**src/design/artu_pkg.sv**
```systemverilog
// Package for the acceleration run timer: payload, configuration and state types,
// mark codes and register indexes. No dependencies; every other file but artu_stream_if imports it.
`default_nettype none

package artu_pkg;

    localparam int unsigned TimeW  = 32;
    localparam int unsigned SpeedW = 12;
    localparam int unsigned HoldW  = 20;
    localparam int unsigned CfgIdxW  = 2;
    localparam int unsigned CfgDataW = HoldW;

    // Mark codes, as carried in which_mark.
    typedef enum logic [1:0] {
        MARK_NONE = 2'd0,
        MARK_LOW  = 2'd1,
        MARK_HIGH = 2'd2
    } t_mark;

    // Configuration register indexes.
    typedef enum logic [CfgIdxW-1:0] {
        CFG_STOP_SPEED = 2'd0,
        CFG_LOW_MARK   = 2'd1,
        CFG_HIGH_MARK  = 2'd2,
        CFG_HOLD_TIME  = 2'd3
    } t_cfg_idx;

    localparam logic [SpeedW-1:0] StopSpeedReset = SpeedW'(10);
    localparam logic [SpeedW-1:0] LowMarkReset   = SpeedW'(500);
    localparam logic [SpeedW-1:0] HighMarkReset  = SpeedW'(1000);
    localparam logic [HoldW-1:0]  HoldTimeReset  = HoldW'(7000);

    typedef struct packed {
        logic [TimeW-1:0]  now_ms;
        logic [SpeedW-1:0] speed;
        logic              in_drive;
    } t_sample;

    typedef struct packed {
        logic             display_active;
        logic [1:0]       which_mark;
        logic [TimeW-1:0] run_ms;
    } t_result;

    typedef struct packed {
        logic [SpeedW-1:0] stop_speed;
        logic [SpeedW-1:0] low_mark;
        logic [SpeedW-1:0] high_mark;
        logic [HoldW-1:0]  hold_time_ms;
    } t_cfg;

    typedef struct packed {
        logic             running;
        logic [TimeW-1:0] start_time;
        logic             got_low;
        logic             got_high;
        t_mark            shown_mark;
        logic [TimeW-1:0] shown_elapsed;
        logic [TimeW-1:0] shown_time;
    } t_state;

endpackage

`default_nettype wire

```
**src/design/artu_stream_if.sv**
```systemverilog
// Valid/ready stream interface carrying one payload beat of a given type.
// Depends on nothing; the payload type comes in as a parameter.
`default_nettype none

interface artu_stream_if #(
    parameter type T = logic
) ();
    logic valid;
    logic ready;
    T     data;

    modport source (output valid, output data, input ready);
    modport sink   (input valid, input data, output ready);
endinterface

`default_nettype wire

```
**src/design/artu_step.sv**
```systemverilog
// Combinational update of the timer state for one sample and the display it yields.
// Depends on artu_pkg.
`default_nettype none

module artu_step (
    input  artu_pkg::t_cfg    i_cfg,
    input  artu_pkg::t_state  i_state,
    input  artu_pkg::t_sample i_sample,
    output artu_pkg::t_state  o_state,
    output artu_pkg::t_result o_result
);
    import artu_pkg::*;

    logic             low_hit;
    logic             high_hit;
    logic [TimeW-1:0] elapsed;
    logic [TimeW-1:0] age;
    logic             active;

    assign elapsed = i_sample.now_ms - i_state.start_time;

    always_comb begin
        o_state  = i_state;
        low_hit  = 1'b0;
        high_hit = 1'b0;
        if (i_sample.speed < i_cfg.stop_speed) begin
            o_state.running  = 1'b0;
            o_state.got_low  = 1'b0;
            o_state.got_high = 1'b0;
        end else if (!i_state.running) begin
            if (i_sample.in_drive) begin
                o_state.running    = 1'b1;
                o_state.start_time = i_sample.now_ms;
                o_state.got_low    = 1'b0;
                o_state.got_high   = 1'b0;
            end
        end else if (!i_sample.in_drive) begin
            o_state.running = 1'b0;
        end else begin
            low_hit  = !i_state.got_low  && (i_sample.speed >= i_cfg.low_mark);
            high_hit = !i_state.got_high && (i_sample.speed >= i_cfg.high_mark);
            if (low_hit) begin
                o_state.got_low       = 1'b1;
                o_state.shown_mark    = MARK_LOW;
                o_state.shown_elapsed = elapsed;
                o_state.shown_time    = i_sample.now_ms;
            end
            // The high mark is latched after the low one, so it wins a shared sample.
            if (high_hit) begin
                o_state.got_high      = 1'b1;
                o_state.running       = 1'b0;
                o_state.shown_mark    = MARK_HIGH;
                o_state.shown_elapsed = elapsed;
                o_state.shown_time    = i_sample.now_ms;
            end
        end
    end

    // Age of the latched result, modulo 2^32, against the 20-bit hold time.
    assign age    = i_sample.now_ms - o_state.shown_time;
    assign active = (o_state.shown_mark != MARK_NONE)
                    && (age[TimeW-1:HoldW] == '0)
                    && (age[HoldW-1:0] <= i_cfg.hold_time_ms);

    always_comb begin
        o_result.display_active = active;
        o_result.which_mark     = active ? o_state.shown_mark : MARK_NONE;
        o_result.run_ms         = active ? o_state.shown_elapsed : '0;
    end

endmodule

`default_nettype wire

```
**src/design/acceleration_run_timer_unit.sv**
```systemverilog
// Top level of the acceleration run timer: input register, state registers and
// result register around artu_step. Depends on artu_pkg, artu_stream_if, artu_step.
//
//   Channel    Direction  Beat contents
//   i_sample   in         now_ms[31:0], speed[11:0], in_drive
//   o_result   out        display_active, which_mark[1:0], run_ms[31:0]
//   i_cfg_*    in         write enable, index[1:0], data[19:0] (no handshake)
//
// One sample is accepted every cycle when the result side keeps up. A sample
// is held in the input register and its result is then written into the result
// register, from which it is presented on o_result. The timer state is updated
// in the same cycle that writes the result register. When the result is not
// taken, the result register holds; an empty input register takes one more beat,
// then ready drops. Reset is synchronous and active low; it empties both
// stages, clears the timer state and loads the register defaults.
`default_nettype none

module acceleration_run_timer_unit (
    input  wire                            i_clk,
    input  wire                            i_rst_n,
    artu_stream_if.sink                    i_sample,
    artu_stream_if.source                  o_result,
    input  wire                            i_cfg_we,
    input  wire [artu_pkg::CfgIdxW-1:0]    i_cfg_idx,
    input  wire [artu_pkg::CfgDataW-1:0]   i_cfg_data
);
    import artu_pkg::*;

    // Input register stage.
    logic    r_s1_valid;
    t_sample r_s1_data;

    // Result register stage.
    logic    r_out_valid;
    t_result r_out_data;

    // Timer state and configuration.
    t_state  r_state;
    t_state  n_state;
    t_result n_result;
    t_cfg    r_cfg;

    logic advance;
    logic in_take;

    // The result register can take a new beat when it is empty or being drained.
    assign advance  = !r_out_valid || o_result.ready;
    assign in_take  = i_sample.valid && i_sample.ready;

    assign i_sample.ready = !r_s1_valid || advance;
    assign o_result.valid = r_out_valid;
    assign o_result.data  = r_out_data;

    artu_step u_step (
        .i_cfg    (r_cfg),
        .i_state  (r_state),
        .i_sample (r_s1_data),
        .o_state  (n_state),
        .o_result (n_result)
    );

    always_ff @(posedge i_clk) begin
        if (!i_rst_n) begin
            r_s1_valid <= 1'b0;
        end else if (i_sample.ready) begin
            r_s1_valid <= i_sample.valid;
        end
        if (in_take) begin
            r_s1_data <= i_sample.data;
        end
    end

    // The state moves only when the buffered sample passes into the result register,
    // so each sample updates it exactly once.
    always_ff @(posedge i_clk) begin
        if (!i_rst_n) begin
            r_out_valid <= 1'b0;
            r_state     <= '{
                running:       1'b0,
                start_time:    '0,
                got_low:       1'b0,
                got_high:      1'b0,
                shown_mark:    MARK_NONE,
                shown_elapsed: '0,
                shown_time:    '0
            };
        end else if (advance) begin
            r_out_valid <= r_s1_valid;
            if (r_s1_valid) begin
                r_state <= n_state;
            end
        end
        if (advance && r_s1_valid) begin
            r_out_data <= n_result;
        end
    end

    // Configuration registers; the user must write them only while no beat is in flight (not enforced here).
    always_ff @(posedge i_clk) begin
        if (!i_rst_n) begin
            r_cfg.stop_speed   <= StopSpeedReset;
            r_cfg.low_mark     <= LowMarkReset;
            r_cfg.high_mark    <= HighMarkReset;
            r_cfg.hold_time_ms <= HoldTimeReset;
        end else if (i_cfg_we) begin
            case (t_cfg_idx'(i_cfg_idx))
                CFG_STOP_SPEED: r_cfg.stop_speed   <= i_cfg_data[SpeedW-1:0];
                CFG_LOW_MARK:   r_cfg.low_mark     <= i_cfg_data[SpeedW-1:0];
                CFG_HIGH_MARK:  r_cfg.high_mark    <= i_cfg_data[SpeedW-1:0];
                CFG_HOLD_TIME:  r_cfg.hold_time_ms <= i_cfg_data[HoldW-1:0];
                default:        r_cfg              <= r_cfg;
            endcase
        end
    end

endmodule

`default_nettype wire

```
**src/flat_wrapper.sv**
```systemverilog
// flat-port wrapper written by rule: the top's interface ports become plain ports
module acceleration_run_timer_unit_flat import artu_pkg::*;
  (i_clk, i_rst_n, i_cfg_we, i_cfg_idx, i_cfg_data, i_sample_valid, i_sample_data, i_sample_ready, o_result_valid, o_result_data, o_result_ready);
  artu_stream_if i_sample_i ();
  artu_stream_if o_result_i ();
  input  wire i_clk;
  input  wire i_rst_n;
  input  wire i_cfg_we;
  input  wire [artu_pkg::CfgIdxW-1:0] i_cfg_idx;
  input  wire [artu_pkg::CfgDataW-1:0] i_cfg_data;
  input wire logic [$bits(i_sample_i.valid)-1:0] i_sample_valid;
  input wire logic [$bits(i_sample_i.data)-1:0] i_sample_data;
  output wire logic [$bits(i_sample_i.ready)-1:0] i_sample_ready;
  output wire logic [$bits(o_result_i.valid)-1:0] o_result_valid;
  output wire logic [$bits(o_result_i.data)-1:0] o_result_data;
  input wire logic [$bits(o_result_i.ready)-1:0] o_result_ready;
  assign i_sample_i.valid = i_sample_valid;
  assign i_sample_i.data = i_sample_data;
  assign i_sample_ready = i_sample_i.ready;
  assign o_result_valid = o_result_i.valid;
  assign o_result_data = o_result_i.data;
  assign o_result_i.ready = o_result_ready;
  acceleration_run_timer_unit u_core (.i_clk(i_clk), .i_rst_n(i_rst_n), .i_sample(i_sample_i), .o_result(o_result_i), .i_cfg_we(i_cfg_we), .i_cfg_idx(i_cfg_idx), .i_cfg_data(i_cfg_data));
endmodule
```
**config.mk**
```make
export PLATFORM = sky130hd
export DESIGN_NAME = acceleration_run_timer_unit_flat
export DESIGN_NICKNAME = d
export VERILOG_FILES = /design/src/design/artu_pkg.sv /design/src/design/artu_stream_if.sv /design/src/design/artu_step.sv /design/src/design/acceleration_run_timer_unit.sv /design/src/flat_wrapper.sv
export SDC_FILE = /design/constraint.sdc
export NUM_CORES = 1
export LEC_CHECK = 0
export ABC_CLOCK_PERIOD_IN_PS = 8000
export BUFFER_PORTS_ARGS = -buffer_cell sky130_fd_sc_hd__buf_2
export CAP_MARGIN = 20
export CORE_UTILIZATION = 39
export CTS_BUF_LIST = sky130_fd_sc_hd__clkbuf_4 sky130_fd_sc_hd__clkbuf_8 sky130_fd_sc_hd__clkbuf_16
export DETAILED_ROUTE_END_ITERATION = 12
export GPL_TIMING_DRIVEN = 1
export SETUP_SLACK_MARGIN = 0.4
export SKIP_CTS_REPAIR_TIMING = 1
export SLEW_MARGIN = 15
export SYNTH_ARGS = -nofsm -noshare
export SYNTH_HDL_FRONTEND = slang
export SYNTH_SLANG_ARGS = --single-unit
```
**constraint.sdc**
```tcl
create_clock -name i_clk -period 8 [get_ports i_clk]
set_input_delay 0.4 -clock i_clk [delete_from_list [all_inputs] [get_ports i_clk]]
set_output_delay 0.4 -clock i_clk [all_outputs]
set_load 0.02 [all_outputs]
```
# [Word-level counts from Yosys, hierarchy flattened]
# Cells that the tools add are included.
[op_classes] n_addsub=1 n_lt_le_gt_ge=4 eq_ne=5 muxes=13 n_reduce_logical=23
[ops] op="$mux 66" n=3
[ops] op="$mux 68" n=1
[ops] op="$mux 67" n=1
[ops] op="$mux 35" n=1
[ops] op="$sub 1x32->32 const A" n=1
[ops] op="$ge 1x12->1 const A" n=2
[ops] op="$le 20x20->1" n=1
[ops] op="$logic_not 12->1" n=1
[ops] op="$lt 1x12->1 const A" n=1
[ops] op="$reduce_and 2->1" n=5
[ops] op="$reduce_and 4->1" n=2
[ops] op="$logic_and 1x1->1" n=6
[ops] op="$ne 3x3->1 const B" n=2
[ops] op="$mux 1" n=5
[ops] op="$eq 2x2->1 const B" n=2
[ops] op="$logic_not 1->1" n=4
[ops] op="$mux 2" n=2
[ops] op="$reduce_bool 2->1" n=2
[ops] op="$eq 2x1->1 const B" n=1
[ops] op="$logic_not 2->1" n=1
[ops] op="$logic_or 1x1->1" n=2
[word_totals] regBits=129 in_bits=28 out_inout_bits=3 wordCells=60

# [Depth between registers and ports, before layout]
[depth] depth_word=11 depth_mapped=19 depth_no_buf=16

# [Cells and area by module]
# Synthesis repeated with hierarchy kept, for this count alone.
[unflattened] cells_unflattened=1581 hier_area_um2=12761.0
[modules_own_cells] module="artu_step" instances=1 cells_each=912 area_per_inst_um2=6612.6 seq_area_each_um2=0.0
[modules_own_cells] module="acceleration_run_timer_unit" instances=1 cells_each=669 area_per_inst_um2=6148.4 seq_area_each_um2=3243.1

# [Least setup slack after synthesis]
# No wires, ideal clock.
[synth_path] kind="reg2reg" from="register u_core.r_cfg[47] (netlist name)" to="register u_core.r_out_data (netlist bit u_core.o_result.data), data pin" setup_ns=0.158 arrival_time_ns=3.701 path_slack_ns=4.141 path_stages_with_launch=19 cell_sequence="dfxtp_1 nor4_1 nand3_1 a211o_1 clkbuf_1 nand2_1 ha_1 buf_2 clkbuf_1 nand2_1 o21ai_0 a22oi_1 ha_1 a21o_1 a21oi_1 nor2_1 a2111oi_0 a21oi_1 a211oi_2"
[synth_between] elab_chain_cells=6 elab_cells_between_ends=8 classes_between="add/sub (1); order compare (2); mux (1); reduce/logical (4)"
[synth_rtl] element="from (decl)" line_no="acceleration_run_timer_unit.sv:41" text="t_cfg r_cfg;"
[synth_rtl] element="from (signal assigned)" line_no="acceleration_run_timer_unit.sv:111" text="default: r_cfg <= r_cfg;"
[synth_rtl] element="$lt 1x12->1 (*)" line_no="artu_step.sv:26" text="if (i_sample.speed < i_cfg.stop_speed) begin"
[synth_rtl] element="$mux 66 (*)" line_no="artu_step.sv:26"
[synth_rtl] element="parallel branches: the longest is 4 deep, another holds $sub 1x32->32"
[synth_rtl] element="to (signal assigned)" line_no="acceleration_run_timer_unit.sv:94" text="r_out_data <= n_result;"
[synth_rtl] element="to (decl)" line_no="acceleration_run_timer_unit.sv:35" text="t_result r_out_data;"
# Every way passes the cells marked *.
# A chain may end at the register's enable or synchronous reset.

# [Final worst setup path]
# Same ends and word-level chain as after synthesis.

==> results.md <==
* Status: complete, but fails checks
* Violations in the final reports: DRC
* Clock latency on the worst-skew pair at ~350 ps
* Crit path kind: register to register
* Initial Util at 0.399
* Ys flop type: dfxtp_1
* Synth top cells by count: nand2_1 (131), dfxtp_1 (96), a21boi_0 (38)
* First drt pass iteration count at 8
* CP startpoint: u_core.r_cfg[47]
* Fmax at about 220 MHz
* Syn Inst Count at 577
* Final Power at 1.04 mW
* Synth Warn # at 0
* Die X-Extent at between 100 and 150 um
* Layout cells sized above 1 at 0.110
* R2R Path Start: u_core.r_cfg[47]
* Largest cells by area after synthesis: dfxtp_1 (40%), nand2_1 (10%), a21boi_0 (6.0%)
* Worst path slowest cell: ha_1
* WP data arrival at 4760 ps
* Root buffer cell: clkbuf_16
* FFs w/ async S/R, synth at 0
* Fin Setup TNS at 0 ps
* Avg Synthesized Cell Area at between 8 and 9 um^2
* Max stage delay on crit path at between 600 and 700 ps
* Max VDD drop at 0.120 mV
* CTS tree: built
* Syn Std Cell Area at 4790 um^2
* Hold/Removal Path Class: input port to register
* Post-DP HPWL at 8070 um
* Worst path cell trace: nor4_1, nand3_1, a211o_1, nand2_1, ha_1, a2111oi_1, a31oi_1, o21ai_0, ha_1, nand4_1, nor3_1, nand2_1, a21oi_1, a2111oi_0, a21oi_1, a211oi_2
* Syn nets at between 600 and 700
* Final setup vio count at 0
* Setup Skew at 11.8 ps
* Clock sink total at 98
* MaxCap Viol Count at 0
* P&R area growth vs syn at 12.2%
* Core Region at about 12000 um^2
* GRT Total Usage at 0.186
* Routability-driven placement congestion ratio at 0.838
* Seq/Total Area, Yosys at 0.414
* Std-Cell Rows at 40
* Worst-Margin Slew at 954 ps
* CTS buffer count at 9
* CTS Buffer Depth at 2
* Synth Register Bits at 98
* Ports at 31
* Fin. Hold Viols at 0
* Hold wc startpoint: i_sample_data
* Layout Nets at 643
* Routed wire per std cell at 14.9 um
* ANT cells at 0
* Largest net degree at the start of global routing at 65
* Crit path time final at roughly 4600 ps
* Area leader, netlist: dfxtp_1
* # port buffers at 30
* Worst Path Max Fanout at 22
* Pwr Density at 193 nW/um^2
* Post-Synth Adder-Cell Area at 0.0549
* Required @ worst endpoint at 8190 ps
* Vias per cell at about 5.3
* Starting DRT DRC Count at 209
* Die H at 113 um
* Top-count cell post-synth: nand2_1
* Slew margin rel. at 0.364
* EDFF count, synth at 2
* # DRC at 1
* Crit path launch type: register
* Die ar. at 12700 um^2
* RSZ-0062 raised after global routing: false
* Post-synthesis mux area share at 0.00418
* Number of H-tree levels at 3
* Post-route antenna net violation count at 0
* Vias at 3968
* Critical Path Sink Type: register
* Antenna violations before repair at 0
* Post-synthesis compound-gate area fraction at 0.164
* Leak pwr at roughly 2.3 nW
* Post-synth cell types at 58
* First-pass GRT wire length at between 15000 and 20000 um
* GR Overflow Total at 0
* Top-area cell type share of the netlist area at 0.401
* Vias in the first global route at 3803
* Largest family of logic cells by synthesized area: simple AND/OR/NAND/NOR gates
* Reg clk slew, reported paths at 70 ps
* Final Max Slew Viols at 0
* Tcrit/Tclk final at 0.571
* Post-Synth Simple-Gate Area at 0.300
* Post-Route Utilization at 0.447
* Routed WL at 11100 um
* Post-Synth XOR/XNOR Area at 0.0238
through the flow:
step / instances / hold WS, ps / area (um^2) / setup WS [ps]
2_1_floorplan: 577 / 429 / 4790 / 4140
3_3_place_gp: 730 / 448 / 5040 / 3580
3_5_place_dp: 730 / 446 / 5040 / 3350
4_1_cts: 746 / 210 / 5370 / 3300
5_1_grt: 746 / 205 / 5370 / 2910
6_report: 746 / 222 / 5370 / 3430
path summary, 6_finish.rpt:
check                                             to  slack, ps  cells after the start
worst min register to register      u_core.r_cfg[33]        470                      2
worst max-delay path            u_core.o_result.data       3430                     16
worst max register to register  u_core.o_result.data       3430                     16
worst min-delay path             u_core.r_s1_data[0]        220                      1
where the power goes:
| part | internal (mW) | leakage [nW] | switching, mW |
|---|---|---|---|
| combinational | 0.0213 | 1.30 | 0.0356 |
| clock | 0.274 | 0.162 | 0.196 |
| sequential | 0.502 | 0.798 | 0.00634 |
| total | 0.797 | 2.26 | 0.238 |
per-layer routing:
layer  up-vias  share of wire  wire (um)  GRT usage
li1       2011              -          -          -
met1      1857           0.48       5300      0.250
met2        83           0.45       5040      0.291
met3        17          0.050        561     0.0461
met4         0          0.019        211     0.0676
met5         -              0          0          0
critical path: cells and delay by family (launching register included):
family	cells	cell delay [ps]
compound gates	8	1840
fa+ha+maj	2	980
simple gates	6	1280
flops	1	320
registers in the layout, indices dropped and copies added, names as in the netlist:
register and flops:
u_core.r_s1_valid 1, u_core.o_result.valid 1, u_core.o_result.data 1, u_core.r_state 38, u_core.r_cfg 56, u_core.r_s1_data 1
cells in the final DEF (no fill, tap or decap), drive strengths merged, types with 3 or more instances in the layout:
master	n
nor2	28
xor2	7
o211ai	10
xnor2	6
a21boi	38
nor2b	8
a21o	8
ha	21
nand2	131
or2	3
a211oi	3
inv	26
and2	36
o21ai	11
nand3	22
nand3b	3
dfxtp	96
nand4	9
o21a	5
clkbuf	11
nor3	13
or3	3
buf	33
a31oi	4
a21oi	13
nor4	15
area by class of cell:
| cell class | instances | area, um^2 |
|---|---|---|
| inverters | 23 | 86.3 |
| clock inverters | 5 | 65.1 |
| well taps | 147 | 184 |
| repair buffers | 33 | 173 |
| multi-input cells | 429 | 2620 |
| flip-flops and latches | 98 | 1980 |
| fillers | 1161 | 6640 |
| clock buffers | 11 | 264 |
cells by family after synthesis:
group                      after synthesis
AOI/OAI and AO/OA                      108
xor gates and xnor gates                13
adders and majority gates               21
DFF                                     98
and+or+nand+nor                        285
buffers and inverters                   50
muxes                                    2
Power figures use the tool's default switching activity.
